--- config.mk ---
export PLATFORM = sky130hd
export DESIGN_NAME = tlbp_weight
export DESIGN_NICKNAME = d
export VERILOG_FILES = /design/src/hdl/tlbp_pkg.sv /design/src/hdl/tlbp_weight.sv
export SDC_FILE = /design/constraint.sdc
export NUM_CORES = 2
export LEC_CHECK = 0
export BUFFER_PORTS_ARGS = -buffer_cell sky130_fd_sc_hd__buf_2
export CORE_MARGIN = 5
export CORE_UTILIZATION = 58
export DETAILED_ROUTE_END_ITERATION = 8
export PLACE_DENSITY = 0.81
export SYNTH_ARGS = -nofsm -noshare
export SYNTH_HDL_FRONTEND = slang
export SYNTH_SLANG_ARGS = --single-unit
--- constraint.sdc ---
create_clock -name aclk -period 20.8 [get_ports aclk]
set_clock_uncertainty 0.05 [all_clocks]
set_input_delay 3.12 -clock aclk [delete_from_list [all_inputs] [get_ports aclk]]
set_output_delay 3.12 -clock aclk [all_outputs]
set_load 0.01 [all_outputs]
--- src/hdl/tlbp_pkg.sv ---
// Shared types and constants for the texel layer blend paint block.
// Holds the configuration record, the pipeline word record and fixed-point sizes.
// No dependencies.
package tlbp_pkg;

    localparam int MAX_LAYERS = 4;
    localparam int CW         = 24;
    localparam int SW         = 26;
    localparam int QW         = 25;
    localparam int DW         = 27;
    localparam int NUM_W      = QW + DW;

    localparam logic [CW-1:0] FULL_Q16  = 24'd16711680;
    localparam logic [SW-1:0] EPS_Q16   = 26'd65;
    localparam logic [15:0]   MAX_FIXED = 16'd65280;
    localparam logic [7:0]    FULL_BYTE = 8'd255;
    localparam logic [16:0]   W_ONE     = 17'd65536;
    localparam logic [8:0]    RATE_ONE  = 9'd256;

    localparam logic [2:0] REG_LAYER_COUNT = 3'd0;
    localparam logic [2:0] REG_PAINT_LAYER = 3'd1;
    localparam logic [2:0] REG_FALLOFF     = 3'd2;
    localparam logic [2:0] REG_RADIUS      = 3'd3;
    localparam logic [2:0] REG_RATE        = 3'd4;
    localparam logic [2:0] REG_TOWARD      = 3'd5;

    localparam logic [1:0] FALLOFF_FLAT   = 2'd0;
    localparam logic [1:0] FALLOFF_LINEAR = 2'd1;

    typedef struct packed {
        logic [2:0]  layer_count;
        logic [1:0]  paint_layer;
        logic [1:0]  falloff_mode;
        logic [15:0] brush_radius;
        logic [8:0]  blend_rate;
        logic        paint_toward_full;
    } cfg_t;

    localparam cfg_t CFG_RESET = '{
        layer_count:       3'd2,
        paint_layer:       2'd1,
        falloff_mode:      2'd2,
        brush_radius:      16'd256,
        blend_rate:        9'd64,
        paint_toward_full: 1'b1
    };

    typedef struct packed {
        logic                          vld;
        logic                          ok;
        logic                          mod;
        logic [2:0][15:0]              cov;
        logic [16:0]                   t;
        logic [16:0]                   t2;
        logic [16:0]                   w;
        logic [16:0]                   st;
        logic [MAX_LAYERS-1:0][CW-1:0] c;
        logic [SW-1:0]                 total;
        logic [SW-1:0]                 others;
        logic [SW-1:0]                 change;
        logic [SW-1:0]                 after;
    } pipe_t;

endpackage

--- src/hdl/tlbp_weight.sv ---
// Brush weight stages: smoothstep terms, falloff select, stroke strength, layer split.
// Depends on tlbp_pkg; fed by the ramp divider.
module tlbp_weight import tlbp_pkg::*; (
    input  logic          aclk,
    input  logic          aresetn,
    input  logic          en,
    input  cfg_t          cfg,
    input  pipe_t         tag_in,
    input  logic [QW-1:0] t_quo,
    output pipe_t         tag_out
);

    pipe_t s1_reg, s1_next;
    pipe_t s2_reg, s2_next;
    pipe_t s3_reg, s3_next;

    always_comb begin
        logic [33:0] sq;
        logic [33:0] sq_r;
        s1_next   = tag_in;
        s1_next.t = t_quo[16:0];
        sq        = 34'(t_quo[16:0]) * 34'(t_quo[16:0]);
        sq_r      = (sq + 34'd32768) >> 16;
        s1_next.t2 = sq_r[16:0];
    end

    always_comb begin
        logic [17:0] poly;
        logic [33:0] sm;
        logic [33:0] sm_r;
        s2_next = s1_reg;
        poly    = 18'd196608 - {s1_reg.t, 1'b0};
        sm      = 34'(s1_reg.t2) * 34'(poly);
        sm_r    = (sm + 34'd32768) >> 16;
        case (cfg.falloff_mode)
            FALLOFF_FLAT:   s2_next.w = W_ONE;
            FALLOFF_LINEAR: s2_next.w = s1_reg.t;
            default:        s2_next.w = sm_r[16:0];
        endcase
    end

    always_comb begin
        logic [8:0]    rate;
        logic [25:0]   sp;
        logic [SW-1:0] sum13;
        s3_next = s2_reg;
        rate    = (cfg.blend_rate > RATE_ONE) ? RATE_ONE : cfg.blend_rate;
        sp      = (26'(s2_reg.w) * 26'(rate) + 26'd128) >> 8;
        s3_next.st = sp[16:0];
        for (int l = 1; l < MAX_LAYERS; l++) begin
            s3_next.c[l] = (3'(l) < cfg.layer_count) ? {s2_reg.cov[l-1], 8'h00} : '0;
        end
        sum13 = SW'(s3_next.c[1]) + SW'(s3_next.c[2]) + SW'(s3_next.c[3]);
        s3_next.c[0]  = (sum13 >= SW'(FULL_Q16)) ? '0 : CW'(SW'(FULL_Q16) - sum13);
        s3_next.total = sum13 + SW'(s3_next.c[0]);
    end

    always_ff @(posedge aclk) begin
        if (!aresetn) begin
            s1_reg.vld <= 1'b0;
            s2_reg.vld <= 1'b0;
            s3_reg.vld <= 1'b0;
        end else if (en) begin
            s1_reg <= s1_next;
            s2_reg <= s2_next;
            s3_reg <= s3_next;
        end
    end

    assign tag_out = s3_reg;

endmodule

==> flow_metrics.env <==
export IMPL_cp_end_kind="register"
export IMPL_fill_cells=5334
export IMPL_cp_start_kind="input port"
export IMPL_rsz0062_at_grt="no"
export IMPL_coreArea_um2=74700
export IMPL_hold_viol=0
export IMPL_drt_iter0_drc=2106
export IMPL_postSynthCellCount=3603
export IMPL_cap_violations=0
export IMPL_crit_type="input port to register"
export IMPL_area_delta_synth_final_pct=11.6
export IMPL_fmax_ghz=0.101
export IMPL_clk_pin_slew_ps=70
export IMPL_multiInputGateArea_um2=21800
export IMPL_overflow=0
export IMPL_rows=100
export IMPL_gp_congestion=0.907
export IMPL_initial_core_util_pct=58.7
export IMPL_post_cts_buffers=0
export IMPL_dr_pass1_iters=6
export IMPL_ctsResizeCount=0
export IMPL_syn_area_um2=43900
export IMPL_cts_sinks=622
export IMPL_die_h_um=285
export IMPL_first_global_vias=28611
export IMPL_hold_class="register to register"
export IMPL_root_buffer="clkbuf_16"
export IMPL_num_nets_final=5241
export IMPL_required_ps=21150
export IMPL_crit_fanout=33
export IMPL_async_reset_ff_share_pct=0
export IMPL_wl_mm=106
export IMPL_setup_viol=0
export IMPL_die_w_um=285
export IMPL_fp_dieArea_um2=81200
export IMPL_clk_latency_ps=640
export IMPL_seq_area_um2=18600
export IMPL_final_antenna_net_count=0
export IMPL_ys_types=89
export IMPL_cts_tree="built"
export IMPL_fin_setup_tns_ps=0
export IMPL_outcome="finished clean"
export IMPL_port_buffers=441
export IMPL_route_detailed_drc=0
export IMPL_slew_violations=0
export IMPL_fin_crit_ps=9920
export IMPL_dominantRegCellSynth="edfxtp_1"
export IMPL_ys_ff_latch=622
export IMPL_yosysSeqAreaShare_pct=42.5
export IMPL_drive_gt1_share_pct=14.8
export IMPL_largest_reg_flops=279
export IMPL_num_vias=27496
export IMPL_avgSynthCellArea_um2=12.2
export IMPL_max_slew_margin_pct=27.0
export IMPL_viasPerCell=5.43
export IMPL_fin_crit_sh_pct=47.7
export IMPL_grt_pass1_wl_mm=165
export IMPL_grt_usage_pct=26.3
export IMPL_final_cell_mix="754 x inv_1, 619 x edfxtp_1, 538 x fa_1"
export IMPL_antenna_found_initial=25
export IMPL_cts_htree_levels=2
export IMPL_worstPathArrival_ps=10270
export IMPL_grt_max_degree=163
export IMPL_ctsHoldBuffers=0
export IMPL_numCtsBuffers=61
export IMPL_io_pins=699
export IMPL_synth_edf_count=619
export IMPL_detail_route_wl_per_cell_um=21.0
export IMPL_yosys_warnings=0
export IMPL_cts_max_path_buffers=3
export IMPL_hpwl_mm=82.4
export IMPL_layout_commonest_cell="inv_1"
export IMPL_worst_slew_pin_slew_ps=1100
-- worst paths after layout --
path / start / to / slack [ps] / cells after the start
max: cfg[32] / tag_out[102] / 10880 / 23
min: s1_reg[76] / s2_reg[76] / 360 / 0
max reg2reg: s1_reg[257] / s2_reg[233] / 11980 / 28
min reg2reg: s1_reg[76] / s2_reg[76] / 360 / 0
-- logic make-up after synthesis --
logic type	Yosys count	synth area share [%]
compound gates	224	3.71
fa+ha+maj	833	33.0
buf+inv	899	8.09
flops	622	42.5
xor+xnor	110	2.23
mux	18	0.456
simple gates	896	10.0
other cells	1	0.00855
-- cell type report --
type / instances / share of cell area [%]
multi-input combinational: 2121 / 44.6
sequential: 622 / 38.1
inverter: 754 / 5.78
timing repair buffer: 468 / 4.95
clock buffer: 70 / 3.21
tap: 969 / 2.48
clock inverter: 41 / 0.810
antenna: 18 / 0.0920
-- layer usage --
layer	share of wire [%]	up-vias	track usage, %
met4	4.9	14	10.5
li1	-	12229	-
met5	0.078	-	0
met2	48	1319	43.7
met3	10	218	6.50
met1	37	13716	33.7
-- Yosys cell counts (30+ instances only) --
| library cell | count | share of area (%) |
|---|---|---|
| a21oi_1 | 53 | 0.60 |
| nor3_1 | 30 | 0.34 |
| and2_1 | 276 | 3.9 |
| ha_1 | 295 | 8.4 |
| nand2_1 | 396 | 3.4 |
| buf_4 | 42 | 0.72 |
| edfxtp_1 | 619 | 42 |
| clkbuf_1 | 76 | 0.65 |
| xnor2_1 | 72 | 1.4 |
| o21ai_0 | 41 | 0.47 |
| inv_1 | 754 | 6.5 |
| xor2_1 | 36 | 0.72 |
| fa_1 | 538 | 25 |
| nor2_1 | 87 | 0.74 |
-- worst max-delay path, stage by stage --
cell and delay (ps):
buf_2 360, a21o_1 620, nand2_1 260, fa_1 650
inv_1 60, ha_1 530, o21ai_0 200, o21ai_1 320
a21oi_1 190, xnor2_1 750, nor4bb_4 520, a41o_4 530
nor2_1 110, a21o_1 170, ha_1 230, a21oi_1 220
o311a_1 200, o21ai_0 90, nand2_1 120, mux2i_4 90
o41ai_4 280, o22ai_2 190, a211oi_1 420
-- stage by stage --
step | cell area [µm²] | cells | hold slack [ps] | util [%] | worst slack (ps)
6_report | 49000 | 5063 | 359 | 65.6 | 10880
5_1_grt | 48900 | 5051 | 359 | 65.5 | 10430
4_1_cts | 48900 | 5045 | 360 | 65.5 | 11020
3_5_place_dp | 47000 | 4934 | 355 | 62.9 | 10360
3_3_place_gp | 47000 | 4934 | 351 | 62.9 | 10410
2_1_floorplan | 44000 | 3642 | 350 | - | 2690
Power is left out: the tool's default activity adds up to more than one toggle a clock period on the data nets, which glitch-free logic cannot reach.
