===== config.mk =====
export PLATFORM = sky130hd
export DESIGN_NAME = tlbp_cfg
export DESIGN_NICKNAME = d
export VERILOG_FILES = /design/src/hdl/tlbp_pkg.sv /design/src/hdl/tlbp_cfg.sv
export SDC_FILE = /design/constraint.sdc
export NUM_CORES = 1
export LEC_CHECK = 0
export ABC_AREA = 1
export BUFFER_PORTS_ARGS = -buffer_cell sky130_fd_sc_hd__buf_4
export CAP_MARGIN = 20
export CORE_UTILIZATION = 35
export CTS_BUF_LIST = sky130_fd_sc_hd__clkbuf_8
export CTS_CLUSTER_DIAMETER = 150
export DETAILED_ROUTE_END_ITERATION = 10
export PLACE_DENSITY = 0.68
export SLEW_MARGIN = 20
export SYNTH_ARGS = -nofsm -noshare
export SYNTH_HDL_FRONTEND = slang
export SYNTH_SLANG_ARGS = --single-unit

===== constraint.sdc =====
create_clock -name aclk -period 1.48 [get_ports aclk]
set_input_delay 0.296 -clock aclk [delete_from_list [all_inputs] [get_ports aclk]]
set_output_delay 0.296 -clock aclk [all_outputs]
set_load 0.03 [all_outputs]

===== src/hdl/tlbp_pkg.sv =====
// Shared types and constants for the texel layer blend paint block.
// Holds the configuration record, the pipeline word record and fixed-point sizes.
// No dependencies.
package tlbp_pkg;

    localparam int MAX_LAYERS = 4;
    localparam int CW         = 24;
    localparam int SW         = 26;
    localparam int QW         = 25;
    localparam int DW         = 27;
    localparam int NUM_W      = QW + DW;

    localparam logic [CW-1:0] FULL_Q16  = 24'd16711680;
    localparam logic [SW-1:0] EPS_Q16   = 26'd65;
    localparam logic [15:0]   MAX_FIXED = 16'd65280;
    localparam logic [7:0]    FULL_BYTE = 8'd255;
    localparam logic [16:0]   W_ONE     = 17'd65536;
    localparam logic [8:0]    RATE_ONE  = 9'd256;

    localparam logic [2:0] REG_LAYER_COUNT = 3'd0;
    localparam logic [2:0] REG_PAINT_LAYER = 3'd1;
    localparam logic [2:0] REG_FALLOFF     = 3'd2;
    localparam logic [2:0] REG_RADIUS      = 3'd3;
    localparam logic [2:0] REG_RATE        = 3'd4;
    localparam logic [2:0] REG_TOWARD      = 3'd5;

    localparam logic [1:0] FALLOFF_FLAT   = 2'd0;
    localparam logic [1:0] FALLOFF_LINEAR = 2'd1;

    typedef struct packed {
        logic [2:0]  layer_count;
        logic [1:0]  paint_layer;
        logic [1:0]  falloff_mode;
        logic [15:0] brush_radius;
        logic [8:0]  blend_rate;
        logic        paint_toward_full;
    } cfg_t;

    localparam cfg_t CFG_RESET = '{
        layer_count:       3'd2,
        paint_layer:       2'd1,
        falloff_mode:      2'd2,
        brush_radius:      16'd256,
        blend_rate:        9'd64,
        paint_toward_full: 1'b1
    };

    typedef struct packed {
        logic                          vld;
        logic                          ok;
        logic                          mod;
        logic [2:0][15:0]              cov;
        logic [16:0]                   t;
        logic [16:0]                   t2;
        logic [16:0]                   w;
        logic [16:0]                   st;
        logic [MAX_LAYERS-1:0][CW-1:0] c;
        logic [SW-1:0]                 total;
        logic [SW-1:0]                 others;
        logic [SW-1:0]                 change;
        logic [SW-1:0]                 after;
    } pipe_t;

endpackage


===== src/hdl/tlbp_cfg.sv =====
// APB register file for the blend paint block.
// Depends on tlbp_pkg for the configuration record and register codes.
module tlbp_cfg import tlbp_pkg::*; (
    input  logic        aclk,
    input  logic        aresetn,
    input  logic        psel,
    input  logic        penable,
    input  logic        pwrite,
    input  logic [4:0]  paddr,
    input  logic [31:0] pwdata,
    output logic [31:0] prdata,
    output logic        pready,
    output cfg_t        cfg
);

    cfg_t        cfg_reg;
    logic        wr_en;
    logic [2:0]  reg_idx;
    logic [31:0] rd_val;

    assign pready  = 1'b1;
    assign wr_en   = psel & penable & pwrite & pready;
    assign reg_idx = paddr[4:2];
    assign cfg     = cfg_reg;

    always_ff @(posedge aclk) begin
        if (!aresetn) begin
            cfg_reg <= CFG_RESET;
        end else if (wr_en) begin
            unique case (reg_idx)
                REG_LAYER_COUNT: cfg_reg.layer_count       <= pwdata[2:0];
                REG_PAINT_LAYER: cfg_reg.paint_layer       <= pwdata[1:0];
                REG_FALLOFF:     cfg_reg.falloff_mode      <= pwdata[1:0];
                REG_RADIUS:      cfg_reg.brush_radius      <= pwdata[15:0];
                REG_RATE:        cfg_reg.blend_rate        <= pwdata[8:0];
                REG_TOWARD:      cfg_reg.paint_toward_full <= pwdata[0];
                default: ;
            endcase
        end
    end

    always_comb begin
        unique case (reg_idx)
            REG_LAYER_COUNT: rd_val = {29'd0, cfg_reg.layer_count};
            REG_PAINT_LAYER: rd_val = {30'd0, cfg_reg.paint_layer};
            REG_FALLOFF:     rd_val = {30'd0, cfg_reg.falloff_mode};
            REG_RADIUS:      rd_val = {16'd0, cfg_reg.brush_radius};
            REG_RATE:        rd_val = {23'd0, cfg_reg.blend_rate};
            REG_TOWARD:      rd_val = {31'd0, cfg_reg.paint_toward_full};
            default:         rd_val = 32'd0;
        endcase
        prdata = (paddr[1:0] == 2'd0) ? rd_val : 32'd0;
    end

endmodule


==> results_dict.tcl <==
set metrics [dict create \
    final.period_utilization_pct 97.2 \
    ff2ff_path_depth 3 \
    slowest_delay_ns 0.15 \
    largest_reg_flops 33 \
    die_h_um 72.4 \
    period_needed_ns 1.44 \
    yosysSeqAreaShare_pct 38.1 \
    yosys_warnings 0 \
    clkLatencyLatePin_ns 0.28 \
    drv_slew 0 \
    finalSetupViolations 0 \
    path_class "in2out" \
    synth_edf_count 0 \
    ir_worst_vdd_mv 0.586 \
    fin_skew_ns 0 \
    drt_pass1_iterations 4 \
    synth_top_flop_cell "dfxtp_1" \
    hold_path_depth 3 \
    grt_usage_pct 18.0 \
    syn_to_final_growth_pct 49.3 \
    netlist_top_cells_count "nand2_1, dfxtp_1, nor2_1" \
    grt_pass1_vias 1594 \
    setup_ws_ns 0.0414 \
    switching_share_pct 27.6 \
    critPathLaunchType "primary input" \
    cts_buffer_depth 2 \
    fmaxAchievable_mhz 695 \
    grt_max_degree 34 \
    r2r-end "cfg[10]$_SDFFE_PN0P_" \
    start_util_pct 36.4 \
    routed_wirelength_um 4600 \
    dp_hpwl_um 3290 \
    p_seq_share_pct 47.6 \
    num_vias 1740 \
    intPower_uw 1380 \
    die_w_um 72.4 \
    hold_buffers 0 \
    yosysUniqueCellTypes 25 \
    dieArea_um2 5240 \
    min-delay-start "pwdata[13]" \
    drive_above_1_share_pct 42.8 \
    syn-mean-instance-area_um2 7.44 \
    rsz0062_at_grt "yes" \
    netlist_area_um2 1730 \
    crit_required_ns 1.18 \
    p_per_area_nw_per_um2 738 \
    grt_overflow 0 \
    worst-path-buf-inv 3 \
    yosys.area.top_type "dfxtp_1" \
    cts_tree "yes" \
    status "complete, no violations" \
    finalHoldViolCount 0 \
    drcViolationCount 0 \
    synth_area_leaders "dfxtp_1, nand2_1, buf_4" \
    htreeDepth 2 \
    cpLargestDelayFamily "buffers and inverters" \
    io_buffers 74 \
    min_path_type "in2reg" \
    dp_slack_ns -0.0999 \
    boundaryPins 108 \
    antennaDiodeCount 0 \
    antenna_found_initial 0 \
    cts_buffers 5 \
    r2r_setup_slack_ns 0.75 \
    dpl.cell_count 377 \
    clock_sinks 33 \
    cp.arrival_ns 1.14 \
    critPathCaptureType "output pin" \
    route.antenna.remaining_nets 0 \
    rows 25 \
    cp_cell_sequence "buf_12 -> nor2_8 -> nand2_4 -> clkinvlp_4 -> nand2_1 -> a21oi_2 -> buf_6" \
    cts_root_buf "clkbuf_8" \
    cp_max_fo 8 \
    fin_nets 362 \
    p_sw_uw 526 \
    gp_congestion 0.858 \
    via_per_inst 4.50 \
    routedWlPerCell_um 11.9 \
    n_fill_cell 485 \
    p_leak_uw 0.00125 \
    cp_slowest_cell "a21oi_2" \
    holdPathEnd "cfg[23]$_SDFFE_PN0P_" \
    yosysTopAreaCellShare_pct 38.1 \
    synthMostInstantiatedCell "nand2_1" \
    drt_iter0_markers 85 \
    synth_cells 233 \
    drv_cap 0 \
    async_flop_share_pct 0 \
    p_comb_share_pct 17.1 \
    coreArea_um2 4750 \
    layout.cells.non_filler 387 \
    power_frac_clock_pct 35.3 \
    ys_seq_elements 33 \
    rr_startpoint "cfg[10]$_SDFFE_PN0P_" \
    path_clk_slew_ns 0.07 \
    grt_pass1_wl_um 7310 \
]
[logic make-up after synthesis]
| kind of cell | count (synthesis) | synth area share (%) |
|---|---|---|
| AOI/OAI and AO/OA | 57 | 19.0 |
| other | 2 | 0.433 |
| DFF | 33 | 38.1 |
| buffers and inverters | 46 | 16.2 |
| and+or+nand+nor | 95 | 26.3 |
[worst max-delay path by stage]
| stage | startpoint | endpoint | slack [ns] | depth (start not counted) |
|---|---|---|---|---|
| floorplan | paddr[1] | prdata[0] | -0.14 | 3 |
| global placement | paddr[3] | prdata[6] | -0.09 | 7 |
| detailed placement | paddr[3] | prdata[6] | -0.1 | 7 |
| CTS | cfg[26]$_SDFFE_PN0P_ | prdata[0] | 0.006 | 5 |
| global route | paddr[2] | prdata[3] | -0.03 | 7 |
| finish | paddr[2] | prdata[3] | 0.04 | 7 |
[through the flow]
step	power, uW	hold WS, ns	util, %	setup TNS [ns]	instance area, um^2
2_1_floorplan	1140	0.422	-	-1.06	1790
3_3_place_gp	1230	0.472	49.5	-0.600	2350
3_5_place_dp	1230	0.483	49.5	-0.680	2350
4_1_cts	1910	0.228	52.8	0	2510
5_1_grt	2000	0.228	54.4	-0.0833	2590
6_report	1910	0.235	54.4	0	2590
[layer usage]
metal  global-route usage, %  up-vias  share of wire, %  wire length (um)
li1                        -      899                 -                 -
met1                    24.2      766                47              2180
met2                    27.9       68                45              2070
met3                    5.56        7               6.7               310
met4                    4.58        0              0.96                44
met5                       0        -                 0                 0
[what timing repair did]
item / in CTS / in global routing
gates resized for setup: 18 / 22
buffers inserted: 2 / 1
endpoints found under the setup margin: 9 / 8
pin swaps: 7 / 4
[power by group through the flow]
stage / logic (uW) / clock network (uW) / registers (uW)
2_1_floorplan: 193 / 0 / 950
3_3_place_gp: 298 / 0 / 929
3_5_place_dp: 301 / 0 / 929
4_1_cts: 316 / 686 / 909
5_1_grt: 353 / 738 / 910
6_report: 327 / 673 / 909
[tightest hold or removal path, delay by kind of cell]
family,cells,cell delay [ns]
buf+inv,1,0.08
simple gates,2,0.11
[final cells by class]
| type | instances | area, um^2 | share of cell area, % |
|---|---|---|---|
| Sequential cell | 33 | 669 | 25.9 |
| Multi-Input combinational cell | 169 | 893 | 34.5 |
| Clock buffer | 6 | 82.6 | 3.19 |
| Tap cell | 67 | 83.8 | 3.24 |
| Clock inverter | 1 | 3.75 | 0.145 |
| Inverter | 21 | 91.3 | 3.53 |
| Timing Repair Buffer | 90 | 763 | 29.5 |
[placed cells by master (no fill, tap or decap), drive strengths merged]
cell type,n
a21oi,25
o211ai,4
dfxtp,33
conb,17
clkbuf,6
clkinvlp,2
buf,90
nand4,5
nand3,10
inv,20
nand2,43
nor3,1
o21ai,28
nor2,36
No activity file was read; power rests on OpenSTA's default activity.
